File: config.mk
export PLATFORM = sky130hd
export DESIGN_NAME = magnetometer_heading_unit
export DESIGN_NICKNAME = d
export VERILOG_FILES = /design/src/design/mhu_pkg.sv /design/src/design/magnetometer_heading_unit.sv /design/src/design/mhu_front.sv /design/src/design/mhu_cordic.sv /design/src/design/mhu_post.sv
export SDC_FILE = /design/constraint.sdc
export NUM_CORES = 2
export LEC_CHECK = 0
export BUFFER_PORTS_ARGS = -buffer_cell sky130_fd_sc_hd__buf_2
export CORE_MARGIN = 2
export CORE_UTILIZATION = 44
export DETAILED_ROUTE_END_ITERATION = 6
export GPL_TIMING_DRIVEN = 0
export SKIP_LAST_GASP = 1
export SYNTH_ARGS = -nofsm -noshare
export SYNTH_HDL_FRONTEND = slang
export SYNTH_HIERARCHICAL = 1
export SYNTH_SLANG_ARGS = --single-unit
File: constraint.sdc
create_clock -name i_clk -period 31.6 [get_ports i_clk]
set_input_delay 0 -clock i_clk [delete_from_list [all_inputs] [get_ports i_clk]]
set_output_delay 0 -clock i_clk [all_outputs]
set_load 0.05 [all_outputs]
File: src/design/mhu_pkg.sv
// ----------------------------------------------------------------------------
// mhu_pkg: shared types, widths and constants
// Widths of the CORDIC datapath, the arctangent table and register indexes
// for the magnetometer heading unit.
// ----------------------------------------------------------------------------
`default_nettype none

package mhu_pkg;

    // Stage count, limited to the length of the arctangent table
    localparam int CORDIC_STAGES = 16;
    localparam int TABLE_LEN     = 24;
    localparam int NSTG = (CORDIC_STAGES > TABLE_LEN) ? TABLE_LEN : CORDIC_STAGES;

    // x/y carry 16 bits, 8 fraction bits, pre-rotation and CORDIC gain growth
    localparam int XW = 27;
    // Angle in hundredths of a degree times 256
    localparam int AW = 25;
    // Rounded heading plus declination
    localparam int HW = 18;
    localparam int DW = 13;

    localparam logic signed [AW-1:0] QUARTER_TURN = 25'sd2304000;
    localparam logic signed [AW-1:0] ROUND_HALF   = 25'sd128;
    localparam logic signed [HW-1:0] FULL_HEADING = 18'sd36000;

    // Register indexes of the configuration port
    localparam logic REG_DECLINATION = 1'b0;
    localparam logic REG_SENSOR_MISS = 1'b1;

    localparam logic signed [DW-1:0] DECL_RESET = 13'sd231;

    typedef logic signed [XW-1:0] t_xy;
    typedef logic signed [AW-1:0] t_ang;

    // Vector and accumulated angle under rotation
    typedef struct packed {
        t_xy  x;
        t_xy  y;
        t_ang ang;
    } t_vec;

    // Side data carried along with each request
    typedef struct packed {
        logic        ok;
        logic        zero;
        logic [15:0] fx;
        logic [15:0] fy;
        logic [15:0] fz;
    } t_side;

    // atan(2^-i) in hundredths of a degree times 256
    function automatic t_ang atan_tab(input logic [4:0] idx);
        t_ang v;
        unique case (idx)
            5'd0:    v = 25'sd1152000;
            5'd1:    v = 25'sd680065;
            5'd2:    v = 25'sd359328;
            5'd3:    v = 25'sd182400;
            5'd4:    v = 25'sd91554;
            5'd5:    v = 25'sd45822;
            5'd6:    v = 25'sd22916;
            5'd7:    v = 25'sd11459;
            5'd8:    v = 25'sd5730;
            5'd9:    v = 25'sd2865;
            5'd10:   v = 25'sd1432;
            5'd11:   v = 25'sd716;
            5'd12:   v = 25'sd358;
            5'd13:   v = 25'sd179;
            5'd14:   v = 25'sd90;
            5'd15:   v = 25'sd45;
            5'd16:   v = 25'sd22;
            5'd17:   v = 25'sd11;
            5'd18:   v = 25'sd6;
            5'd19:   v = 25'sd3;
            5'd20:   v = 25'sd1;
            5'd21:   v = 25'sd1;
            default: v = 25'sd0;
        endcase
        return v;
    endfunction

endpackage

`default_nettype wire

File: src/design/magnetometer_heading_unit.sv
// ----------------------------------------------------------------------------
// magnetometer_heading_unit: compass heading from a magnetometer burst read
// Assembles X/Y/Z from six bytes, computes atan2(Y, X) with a pipelined
// CORDIC in hundredths of a degree, adds declination and wraps to 0..36000.
//
//   channel   direction  handshake          payload
//   input     in         i_valid / o_stall  six burst bytes, i_read_ok
//   output    out        o_valid / i_stall  fields X/Y/Z, heading, valid_res
//   config    in         i_cfg_we           i_cfg_idx, i_cfg_data
//
// One request per cycle unless o_stall holds the input; front stage, 16 CORDIC
// stages and two post stages, one rotation per CORDIC stage.
// Synchronous active-low reset clears the valid bits and loads the registers
// with declination 231 and sensor present.
// A stall holds only full stages; bubbles close up while the output waits.
// ----------------------------------------------------------------------------
`default_nettype none

module magnetometer_heading_unit (
    input  wire                      i_clk,
    input  wire                      i_rst_n,
    // Configuration
    input  wire                      i_cfg_we,
    input  wire                      i_cfg_idx,
    input  wire  [mhu_pkg::DW-1:0]   i_cfg_data,
    // Input channel
    input  wire                      i_valid,
    output logic                     o_stall,
    input  wire  [7:0]               i_x_msb,
    input  wire  [7:0]               i_x_lsb,
    input  wire  [7:0]               i_z_msb,
    input  wire  [7:0]               i_z_lsb,
    input  wire  [7:0]               i_y_msb,
    input  wire  [7:0]               i_y_lsb,
    input  wire                      i_read_ok,
    // Output channel
    output logic                     o_valid,
    input  wire                      i_stall,
    output logic [15:0]              o_field_x,
    output logic [15:0]              o_field_y,
    output logic [15:0]              o_field_z,
    output logic [15:0]              o_heading,
    output logic                     o_valid_res
);

    logic [mhu_pkg::DW-1:0] r_declination;
    logic                   r_sensor_missing;

    logic                   w_f_valid;
    logic                   w_f_stall;
    mhu_pkg::t_vec          w_f_vec;
    mhu_pkg::t_side         w_f_side;
    logic                   w_c_valid;
    logic                   w_c_stall;
    mhu_pkg::t_vec          w_c_vec;
    mhu_pkg::t_side         w_c_side;

    // Configuration registers
    always_ff @(posedge i_clk) begin
        if (!i_rst_n) begin
            r_declination    <= mhu_pkg::DECL_RESET;
            r_sensor_missing <= 1'b0;
        end else if (i_cfg_we) begin
            unique case (i_cfg_idx)
                mhu_pkg::REG_DECLINATION: r_declination    <= i_cfg_data;
                mhu_pkg::REG_SENSOR_MISS: r_sensor_missing <= i_cfg_data[0];
                default: ;
            endcase
        end
    end

    mhu_front u_front (
        .i_clk            (i_clk),
        .i_rst_n          (i_rst_n),
        .i_valid          (i_valid),
        .o_stall          (o_stall),
        .i_x_msb          (i_x_msb),
        .i_x_lsb          (i_x_lsb),
        .i_z_msb          (i_z_msb),
        .i_z_lsb          (i_z_lsb),
        .i_y_msb          (i_y_msb),
        .i_y_lsb          (i_y_lsb),
        .i_read_ok        (i_read_ok),
        .i_sensor_missing (r_sensor_missing),
        .o_valid          (w_f_valid),
        .i_stall          (w_f_stall),
        .o_vec            (w_f_vec),
        .o_side           (w_f_side)
    );

    mhu_cordic u_cordic (
        .i_clk   (i_clk),
        .i_rst_n (i_rst_n),
        .i_valid (w_f_valid),
        .o_stall (w_f_stall),
        .i_vec   (w_f_vec),
        .i_side  (w_f_side),
        .o_valid (w_c_valid),
        .i_stall (w_c_stall),
        .o_vec   (w_c_vec),
        .o_side  (w_c_side)
    );

    mhu_post u_post (
        .i_clk         (i_clk),
        .i_rst_n       (i_rst_n),
        .i_valid       (w_c_valid),
        .o_stall       (w_c_stall),
        .i_vec         (w_c_vec),
        .i_side        (w_c_side),
        .i_declination (r_declination),
        .o_valid       (o_valid),
        .i_stall       (i_stall),
        .o_field_x     (o_field_x),
        .o_field_y     (o_field_y),
        .o_field_z     (o_field_z),
        .o_heading     (o_heading),
        .o_valid_res   (o_valid_res)
    );

    // A valid result always lies in 0..36000
    a_heading_range: assert property (@(posedge i_clk) disable iff (!i_rst_n)
        (o_valid && o_valid_res) |-> (o_heading <= 16'd36000))
        else $error("heading out of range");

    // A bad request carries all-zero fields
    a_invalid_zero: assert property (@(posedge i_clk) disable iff (!i_rst_n)
        (o_valid && !o_valid_res) |->
            (o_heading == 16'h0000 && o_field_x == 16'h0000 &&
             o_field_y == 16'h0000 && o_field_z == 16'h0000))
        else $error("invalid result with nonzero fields");

    // Input can stall only when the output holds a result
    a_stall_needs_full: assert property (@(posedge i_clk) disable iff (!i_rst_n)
        o_stall |-> (o_valid && i_stall))
        else $error("input stalled while output free");

endmodule

`default_nettype wire

File: src/design/mhu_front.sv
// ----------------------------------------------------------------------------
// mhu_front: sample assembly and half-plane pre-rotation
// Builds X, Y, Z from the burst bytes, flags zero vectors and bad reads, and
// rotates left half plane vectors by a quarter turn into CORDIC range.
// ----------------------------------------------------------------------------
`default_nettype none

module mhu_front (
    input  wire               i_clk,
    input  wire               i_rst_n,
    input  wire               i_valid,
    output logic              o_stall,
    input  wire  [7:0]        i_x_msb,
    input  wire  [7:0]        i_x_lsb,
    input  wire  [7:0]        i_z_msb,
    input  wire  [7:0]        i_z_lsb,
    input  wire  [7:0]        i_y_msb,
    input  wire  [7:0]        i_y_lsb,
    input  wire               i_read_ok,
    input  wire               i_sensor_missing,
    output logic              o_valid,
    input  wire               i_stall,
    output mhu_pkg::t_vec     o_vec,
    output mhu_pkg::t_side    o_side
);

    logic                  r_v;
    mhu_pkg::t_vec         r_vec;
    mhu_pkg::t_side        r_side;
    mhu_pkg::t_vec         n_vec;
    mhu_pkg::t_side        n_side;
    logic signed [15:0]    w_xs;
    logic signed [15:0]    w_ys;
    mhu_pkg::t_xy          w_x;
    mhu_pkg::t_xy          w_y;

    // Assemble samples, scale by 256 (sign-extended)
    assign w_xs = {i_x_msb, i_x_lsb};
    assign w_ys = {i_y_msb, i_y_lsb};
    assign w_x  = mhu_pkg::t_xy'($signed({w_xs, 8'h00}));
    assign w_y  = mhu_pkg::t_xy'($signed({w_ys, 8'h00}));

    // Quarter-turn pre-rotation for the left half plane
    always_comb begin
        n_side.ok   = i_read_ok & ~i_sensor_missing;
        n_side.zero = (w_xs == 16'sd0) && (w_ys == 16'sd0);
        n_side.fx   = {i_x_msb, i_x_lsb};
        n_side.fy   = {i_y_msb, i_y_lsb};
        n_side.fz   = {i_z_msb, i_z_lsb};
        if (w_xs[15] && !w_ys[15]) begin
            n_vec.x   = w_y;
            n_vec.y   = -w_x;
            n_vec.ang = mhu_pkg::QUARTER_TURN;
        end else if (w_xs[15]) begin
            n_vec.x   = -w_y;
            n_vec.y   = w_x;
            n_vec.ang = -mhu_pkg::QUARTER_TURN;
        end else begin
            n_vec.x   = w_x;
            n_vec.y   = w_y;
            n_vec.ang = '0;
        end
    end

    // Stage holds only while full and stalled downstream
    assign o_stall = r_v & i_stall;

    always_ff @(posedge i_clk) begin
        if (!i_rst_n) begin
            r_v <= 1'b0;
        end else if (!o_stall) begin
            r_v <= i_valid;
        end
    end

    always_ff @(posedge i_clk) begin
        if (!o_stall) begin
            r_vec  <= n_vec;
            r_side <= n_side;
        end
    end

    assign o_valid = r_v;
    assign o_vec   = r_vec;
    assign o_side  = r_side;

endmodule

`default_nettype wire

File: src/design/mhu_cordic.sv
// ----------------------------------------------------------------------------
// mhu_cordic: pipelined vectoring CORDIC
// One micro-rotation per register stage; each stage drives y toward zero and
// accumulates the rotation angle. Stalls ripple back stage by stage.
// ----------------------------------------------------------------------------
`default_nettype none

module mhu_cordic (
    input  wire               i_clk,
    input  wire               i_rst_n,
    input  wire               i_valid,
    output logic              o_stall,
    input  mhu_pkg::t_vec     i_vec,
    input  mhu_pkg::t_side    i_side,
    output logic              o_valid,
    input  wire               i_stall,
    output mhu_pkg::t_vec     o_vec,
    output mhu_pkg::t_side    o_side
);

    localparam int N = mhu_pkg::NSTG;

    logic [N-1:0]          r_v;
    mhu_pkg::t_vec         r_vec  [N];
    mhu_pkg::t_side        r_side [N];
    logic [N:0]            w_st;
    logic [N-1:0]          w_in_v;
    mhu_pkg::t_vec         w_in_vec  [N];
    mhu_pkg::t_side        w_in_side [N];
    mhu_pkg::t_vec         n_vec     [N];

    assign w_st[N] = i_stall;

    for (genvar k = 0; k < N; k++) begin : g_stage
        // Stage input: ports for the first stage, previous stage otherwise
        if (k == 0) begin : g_first
            assign w_in_v[k]    = i_valid;
            assign w_in_vec[k]  = i_vec;
            assign w_in_side[k] = i_side;
        end else begin : g_next
            assign w_in_v[k]    = r_v[k-1];
            assign w_in_vec[k]  = r_vec[k-1];
            assign w_in_side[k] = r_side[k-1];
        end

        // Micro-rotation by atan(2^-k), direction from the sign of y
        always_comb begin
            mhu_pkg::t_xy dx;
            mhu_pkg::t_xy dy;
            dx = w_in_vec[k].y >>> k;
            dy = w_in_vec[k].x >>> k;
            if (!w_in_vec[k].y[mhu_pkg::XW-1]) begin
                n_vec[k].x   = w_in_vec[k].x + dx;
                n_vec[k].y   = w_in_vec[k].y - dy;
                n_vec[k].ang = w_in_vec[k].ang + mhu_pkg::atan_tab(5'(k));
            end else begin
                n_vec[k].x   = w_in_vec[k].x - dx;
                n_vec[k].y   = w_in_vec[k].y + dy;
                n_vec[k].ang = w_in_vec[k].ang - mhu_pkg::atan_tab(5'(k));
            end
        end

        // A stage holds only while full and stalled downstream
        assign w_st[k] = r_v[k] & w_st[k+1];

        always_ff @(posedge i_clk) begin
            if (!i_rst_n) begin
                r_v[k] <= 1'b0;
            end else if (!w_st[k]) begin
                r_v[k] <= w_in_v[k];
            end
        end

        always_ff @(posedge i_clk) begin
            if (!w_st[k]) begin
                r_vec[k]  <= n_vec[k];
                r_side[k] <= w_in_side[k];
            end
        end
    end

    assign o_stall = w_st[0];
    assign o_valid = r_v[N-1];
    assign o_vec   = r_vec[N-1];
    assign o_side  = r_side[N-1];

    // An empty last stage never lets the stall reach the input
    a_no_stall_when_empty: assert property (@(posedge i_clk) disable iff (!i_rst_n)
        !r_v[N-1] |-> !o_stall)
        else $error("cordic stalls input with empty last stage");

    // A held last stage keeps its request
    a_hold_last: assert property (@(posedge i_clk) disable iff (!i_rst_n)
        (r_v[N-1] && i_stall) |=> (r_v[N-1] && $stable(r_vec[N-1])))
        else $error("cordic last stage lost a held request");

endmodule

`default_nettype wire

File: src/design/mhu_post.sv
// ----------------------------------------------------------------------------
// mhu_post: heading rounding, declination and wrap
// Rounds the CORDIC angle to hundredths of a degree, adds the declination,
// wraps into 0..36000 and clears the result of a bad request.
// ----------------------------------------------------------------------------
`default_nettype none

module mhu_post (
    input  wire                          i_clk,
    input  wire                          i_rst_n,
    input  wire                          i_valid,
    output logic                         o_stall,
    input  mhu_pkg::t_vec                i_vec,
    input  mhu_pkg::t_side               i_side,
    input  wire  [mhu_pkg::DW-1:0]       i_declination,
    output logic                         o_valid,
    input  wire                          i_stall,
    output logic [15:0]                  o_field_x,
    output logic [15:0]                  o_field_y,
    output logic [15:0]                  o_field_z,
    output logic [15:0]                  o_heading,
    output logic                         o_valid_res
);

    localparam int RW = mhu_pkg::AW - 8;

    logic                          r_va;
    logic                          r_vb;
    logic signed [mhu_pkg::HW-1:0] r_sum;
    mhu_pkg::t_side                r_side;
    logic signed [mhu_pkg::HW-1:0] n_sum;
    logic [15:0]                   n_heading;
    mhu_pkg::t_ang                 w_rnd_full;
    logic signed [RW-1:0]          w_rnd;
    logic                          w_st_a;
    logic                          w_st_b;

    // Stage A: round to hundredths, add declination
    assign w_rnd_full = i_vec.ang + mhu_pkg::ROUND_HALF;
    assign w_rnd      = i_side.zero ? '0 : w_rnd_full[mhu_pkg::AW-1:8];
    assign n_sum      = mhu_pkg::HW'(w_rnd) + mhu_pkg::HW'($signed(i_declination));

    // Stage B: wrap into 0..36000, clear on a bad request
    always_comb begin
        logic signed [mhu_pkg::HW-1:0] h;
        h = r_sum;
        if (r_sum < 0) begin
            h = r_sum + mhu_pkg::FULL_HEADING;
        end else if (r_sum > mhu_pkg::FULL_HEADING) begin
            h = r_sum - mhu_pkg::FULL_HEADING;
        end
        n_heading = r_side.ok ? h[15:0] : 16'h0000;
    end

    assign w_st_b = r_vb & i_stall;
    assign w_st_a = r_va & w_st_b;

    always_ff @(posedge i_clk) begin
        if (!i_rst_n) begin
            r_va <= 1'b0;
            r_vb <= 1'b0;
        end else begin
            if (!w_st_a) r_va <= i_valid;
            if (!w_st_b) r_vb <= r_va;
        end
    end

    always_ff @(posedge i_clk) begin
        if (!w_st_a) begin
            r_sum  <= n_sum;
            r_side <= i_side;
        end
        if (!w_st_b) begin
            o_field_x   <= r_side.ok ? r_side.fx : 16'h0000;
            o_field_y   <= r_side.ok ? r_side.fy : 16'h0000;
            o_field_z   <= r_side.ok ? r_side.fz : 16'h0000;
            o_heading   <= n_heading;
            o_valid_res <= r_side.ok;
        end
    end

    assign o_stall = w_st_a;
    assign o_valid = r_vb;

endmodule

`default_nettype wire

* Word-level counts from Yosys, hierarchy flattened
Memory sizes are Yosys's and may differ from the RTL's. Index checks and enable logic that the tools add are counted.
Operators by class: add/sub/neg operators 101, multipliers 0, div/mod/pow operators 0, $lt $le $gt $ge 2, eq/ne operators 0, shifts and indexed selects 0, mux-type cells 37, bitwise gates (word level) 23, reduce and logical (&&, ||, !) cells 8
Operator list (count):
- $mux W79 | 18
- $add A27 B12 Y27 | 2
- $add A27 B13 Y27 | 2
- $add A27 B14 Y27 | 2
- $add A27 B15 Y27 | 2
- $add A27 B16 Y27 | 2
- $add A27 B17 Y27 | 2
- $add A27 B18 Y27 | 2
- $add A27 B19 Y27 | 2
- $add A27 B20 Y27 | 2
- $add A27 B21 Y27 | 2
- $add A27 B22 Y27 | 2
- $add A27 B23 Y27 | 2
- $add A27 B24 Y27 | 2
- $add A27 B25 Y27 | 2
- $add A27 B26 Y27 | 2
- $neg A24 Y27 | 2
- $sub A27 B12 Y27 | 2
- $sub A27 B13 Y27 | 2
- $sub A27 B14 Y27 | 2
- $sub A27 B15 Y27 | 2
- $sub A27 B16 Y27 | 2
- $sub A27 B17 Y27 | 2
- $sub A27 B18 Y27 | 2
- other kinds (57) | 107
Storage, ports and cells: register bits after elaboration 294, bits in latches 0, RAM bits 2064, memory bits (read-only) 0, output and inout port bits 67, memories 2
Memories:
- u_cordic.r_vec | depth 16, bits a word 79, read ports 16, clocked after memory_dff 0, wr ports 16, line mhu_cordic.sv:24 | mhu_pkg::t_vec r_vec [N];
- u_cordic.r_side | depth 16, bits a word 50, read ports 16, clocked after memory_dff 0, wr ports 16, line mhu_cordic.sv:25 | mhu_pkg::t_side r_side [N];

* Depth between registers and ports, before layout
word-level depth 19, gate-level depth with buffers 20, mapped depth without buffers 20

* Cells and area by module
Netlist, hierarchy kept.
By module, submodules not included:
- mhu_cordic | instances 1, cells each 11769, area an instance 129943.4 sq um, sequential area each 62269.7 sq um
- mhu_post | instances 1, cells each 444, area an instance 6072.1 sq um, sequential area each 4003.8 sq um
- mhu_front | instances 1, cells each 306, area an instance 4119.0 sq um, sequential area each 2752.6 sq um
- magnetometer_heading_unit | instances 1, cells each 63, area an instance 616.8 sq um, sequential area each 280.3 sq um

* Worst setup path after synthesis
OpenSTA, ideal clock, no wires.
path kind register -> register, from reg u_post.r_vb (netlist: u_post/o_valid), to reg u_front.r_v (netlist: u_front/o_valid), arrival 15833 ps, data required time 31481 ps, path slack 15648 ps, stages on the path, launching flop included 17, path buffers 0, path through dfxtp_1 nand3_1 inv_1 and3_1 inv_1 nor2_1 and2_1 inv_1 nor2_1 and2_1 and3_1 and3_1 nand2_1 inv_1 nand2_1 inv_1 o21a_1
Between the ends: longest elaborated chain between the ends 19
RTL lines:
- start: declaration | line mhu_post.sv:28 | logic r_vb;
- start signal: assignment | line mhu_post.sv:64 | if (!w_st_b) r_vb <= r_va;
- $and A1 B1 Y1 | line mhu_post.sv:55 | assign w_st_b = r_vb & i_stall;
- $and A1 B1 Y1 | line mhu_post.sv:56 | assign w_st_a = r_va & w_st_b;
- net w_c_stall | line magnetometer_heading_unit.sv:54 | logic w_c_stall;
- $and A1 B1 Y1 (16 in series) | line mhu_cordic.sv:64 | assign w_st[k] = r_v[k] & w_st[k+1];
- net w_f_stall | line magnetometer_heading_unit.sv:50 | logic w_f_stall;
- $and A1 B1 Y1 | line mhu_front.sv:66 | assign o_stall = r_v & i_stall;
- net o_stall | line magnetometer_heading_unit.sv:28 | output logic o_stall,
- end signal: assignment | line mhu_front.sv:72 | r_v <= i_valid;
- end: declaration | line mhu_front.sv:27 | logic r_v;
The timed path passes the listed nets, and every way through them passes these cells. A chain may end at the register's enable or synchronous reset.

==> results.py <==
metrics = {
    "global_routing": {
        "busiest_layer": "met2",
        "grt_overflow": 0,
        "grt_pass1_wl_um": 497000,
        "grt_pass1_vias": 89400,
        "globalRouteMet1Util": 0.248,
        "grt_antenna_before_repair": 16,
        "grtUsageTotal": 0.206,
        "routing_usage_on_met3": 0.0233,
        "use_met2": 0.367,
        "grt_max_degree": 99,
    },
    "sta": {
        "timing.setup.tns_ps": 0,
        "final_critical_path_share_of_the_clock_period": 0.221,
        "final-max-slew-violation-count": 0,
        "min_period_ps": 6970,
        "worst-slew-pin-transition_ps": 1380,
        "max_clock_freq_mhz": 143,
        "setup_viol": 0,
        "finalHoldViolations": 0,
        "worst_clock_skew_ps": 130,
        "rsz0062_at_grt": "no",
        "worst_rel_slew_slack": 0.0736,
    },
    "clock_tree": {
        "postCtsResizedCells": 0,
        "tritoncts": "yes",
        "ctsRootBufferMaster": "sky130_fd_sc_hd__clkbuf_16",
        "postCtsHoldBufs": 154,
        "post_cts.repair.setup_buffers": 0,
        "ctsLongestPathBuffers": 4,
        "number_of_clock_buffers_inserted_by_tritoncts": 239,
        "clk_pin_slew_worst_paths_ps": 60,
        "clock_sinks": 2191,
        "clock_latency_ps": 940,
        "cts-htree-levels": 4,
    },
    "worst_setup_path": {
        "slowest_delay_ps": 1110,
        "critical_path_class": "register to register",
        "critPathSlowestCell": "sky130_fd_sc_hd__edfxtp_1",
        "worstSetupStartpointType": "register",
        "critical_path_peak_fanout": 21,
        "crit_path_end_kind": "register",
        "critical_path_required_ps": 32150,
        "timing.critical_path.mode_cell": "sky130_fd_sc_hd__o21ai_0",
        "worst-path-stages": 15,
        "crit_buf_inv": 2,
        "path_cells": "clkbuf_1 -> clkbuf_1 -> nor2_1 -> xnor2_1 -> ha_1 -> o21ai_0 -> a21boi_1 -> o21ai_0 -> a21boi_0 -> o21ai_0 -> a2111oi_0 -> or4_1 -> a41o_1 -> a21oi_1 -> xnor2_1",
        "critPathArrivalTime_ps": 7530,
        "reg2reg_depth": 15,
        "critPathTopFamily": "compound AO/OA/AOI/OAI gates",
    },
    "cells_and_area": {
        "final_cell_mix": "sky130_fd_sc_hd__edfxtp_1, sky130_fd_sc_hd__ha_1, sky130_fd_sc_hd__nor2_1",
        "design.final.nets": 13600,
        "flow.area_growth_from_synthesis_pct": 12.0,
        "most_common_library_cell_in_the_layout_ignoring_fill_and_taps": "sky130_fd_sc_hd__edfxtp_1",
        "fillerInstances": 26400,
        "final_layout_size_suffix_gt1_frac": 0.0645,
    },
    "synth": {
        "ys.warnings.count": 6,
        "post_synth_inst_count": 11600,
        "synth.cell_area_sq_um": 131000,
        "synth.avg_cell_area_sq_um": 11.3,
    },
    "place": {
        "placement.io_buffers": 133,
        "finalWeightedCongestion": 0.947,
        "detailed_place_hpwl_um": 246000,
    },
    "drt": {
        "post_drt_wl_per_cell_um": 19.3,
        "detail_route.wirelength_um": 317000,
        "drc": 0,
        "drt_iter0_drc": 5281,
        "drt-pass1-iter-count": 6,
        "ant_nets": 0,
        "vias": 88800,
        "vias_per_cell": 5.42,
    },
    "job": {
        "max_cap_violations": 0,
    },
    "floorplanning": {
        "core_area_sq_um": 297000,
        "ioPinCount": 135,
        "die_w_um": 550,
        "initial_core_util": 0.442,
        "die_h_um": 550,
        "fp.dieArea_sq_um": 303000,
        "rows": 200,
    },
    "hold_path": {
        "min_delay_path_depth": 4,
        "hold_class": "input port to register",
    },
    "status": {
        "run_status": "finished clean",
    },
}
worst min-delay path, cell delays in order:
cell                            delay [ps]
sky130_fd_sc_hd__dlygate4sd3_1         540
sky130_fd_sc_hd__buf_2                 180
sky130_fd_sc_hd__xor2_1                 80
sky130_fd_sc_hd__a21oi_1               130
stage by stage:
| step | instance area (sq um) | worst slack [ps] | hold WS, ps | cells | util |
|---|---|---|---|---|---|
| final | 147000 | 24630 | 102 | 16400 | 0.495 |
| after CTS | 147000 | 24750 | 1.89 | 16400 | 0.495 |
| after floorplan | 131000 | 16780 | 98.9 | 11700 | - |
| after global placement | 137000 | 11340 | 176 | 15800 | 0.462 |
| after global routing | 147000 | 24350 | 60.8 | 16400 | 0.495 |
| after detailed placement | 138000 | 24830 | 178 | 15800 | 0.464 |
routing by layer:
metal | share of wire | routed length, um
met1 | 0.42 | 133000
met2 | 0.50 | 157000
met3 | 0.035 | 11100
met4 | 0.048 | 15100
met5 | 0.00022 | 70
final timing paths:
kind              slack [ps]                      to              startpoint
setup / recovery       24630  u_cordic/r_vec[0][156]   u_cordic/r_vec[0][51]
hold / removal           100       u_front/o_vec[69]              i_y_msb[1]
setup reg to reg       24630  u_cordic/r_vec[0][156]   u_cordic/r_vec[0][51]
hold reg to reg          310  u_cordic/r_side[0][72]  u_cordic/r_side[0][22]
registers in the layout (all words and copies together), names as in the netlist, 13 cells and up:
signal and cells:
r_declination 13, u_cordic/r_side 800, u_cordic/r_v 15, u_cordic/r_vec 1135, u_front/o_side 50, u_front/o_vec 41
u_post/o_field_x 16, u_post/o_field_y 16, u_post/o_field_z 16, u_post/o_heading 16, u_post/r_side 49, u_post/r_sum 18
final cells by class:
type | count | area, sq um | area share
multi-input combinational | 8693 | 62600 | 0.426
timing repair buffer | 311 | 2840 | 0.0193
clock buffer | 286 | 6200 | 0.0422
buffer | 261 | 1430 | 0.00972
clock inverter | 152 | 1550 | 0.0105
inverter | 533 | 2040 | 0.0139
tap | 3939 | 4930 | 0.0335
antenna | 4 | 10.0 | 0.0000681
sequential | 2191 | 65500 | 0.445
Power is not shown: default switching activity piles up to over one toggle a cycle in this logic, so the estimate is an artifact.
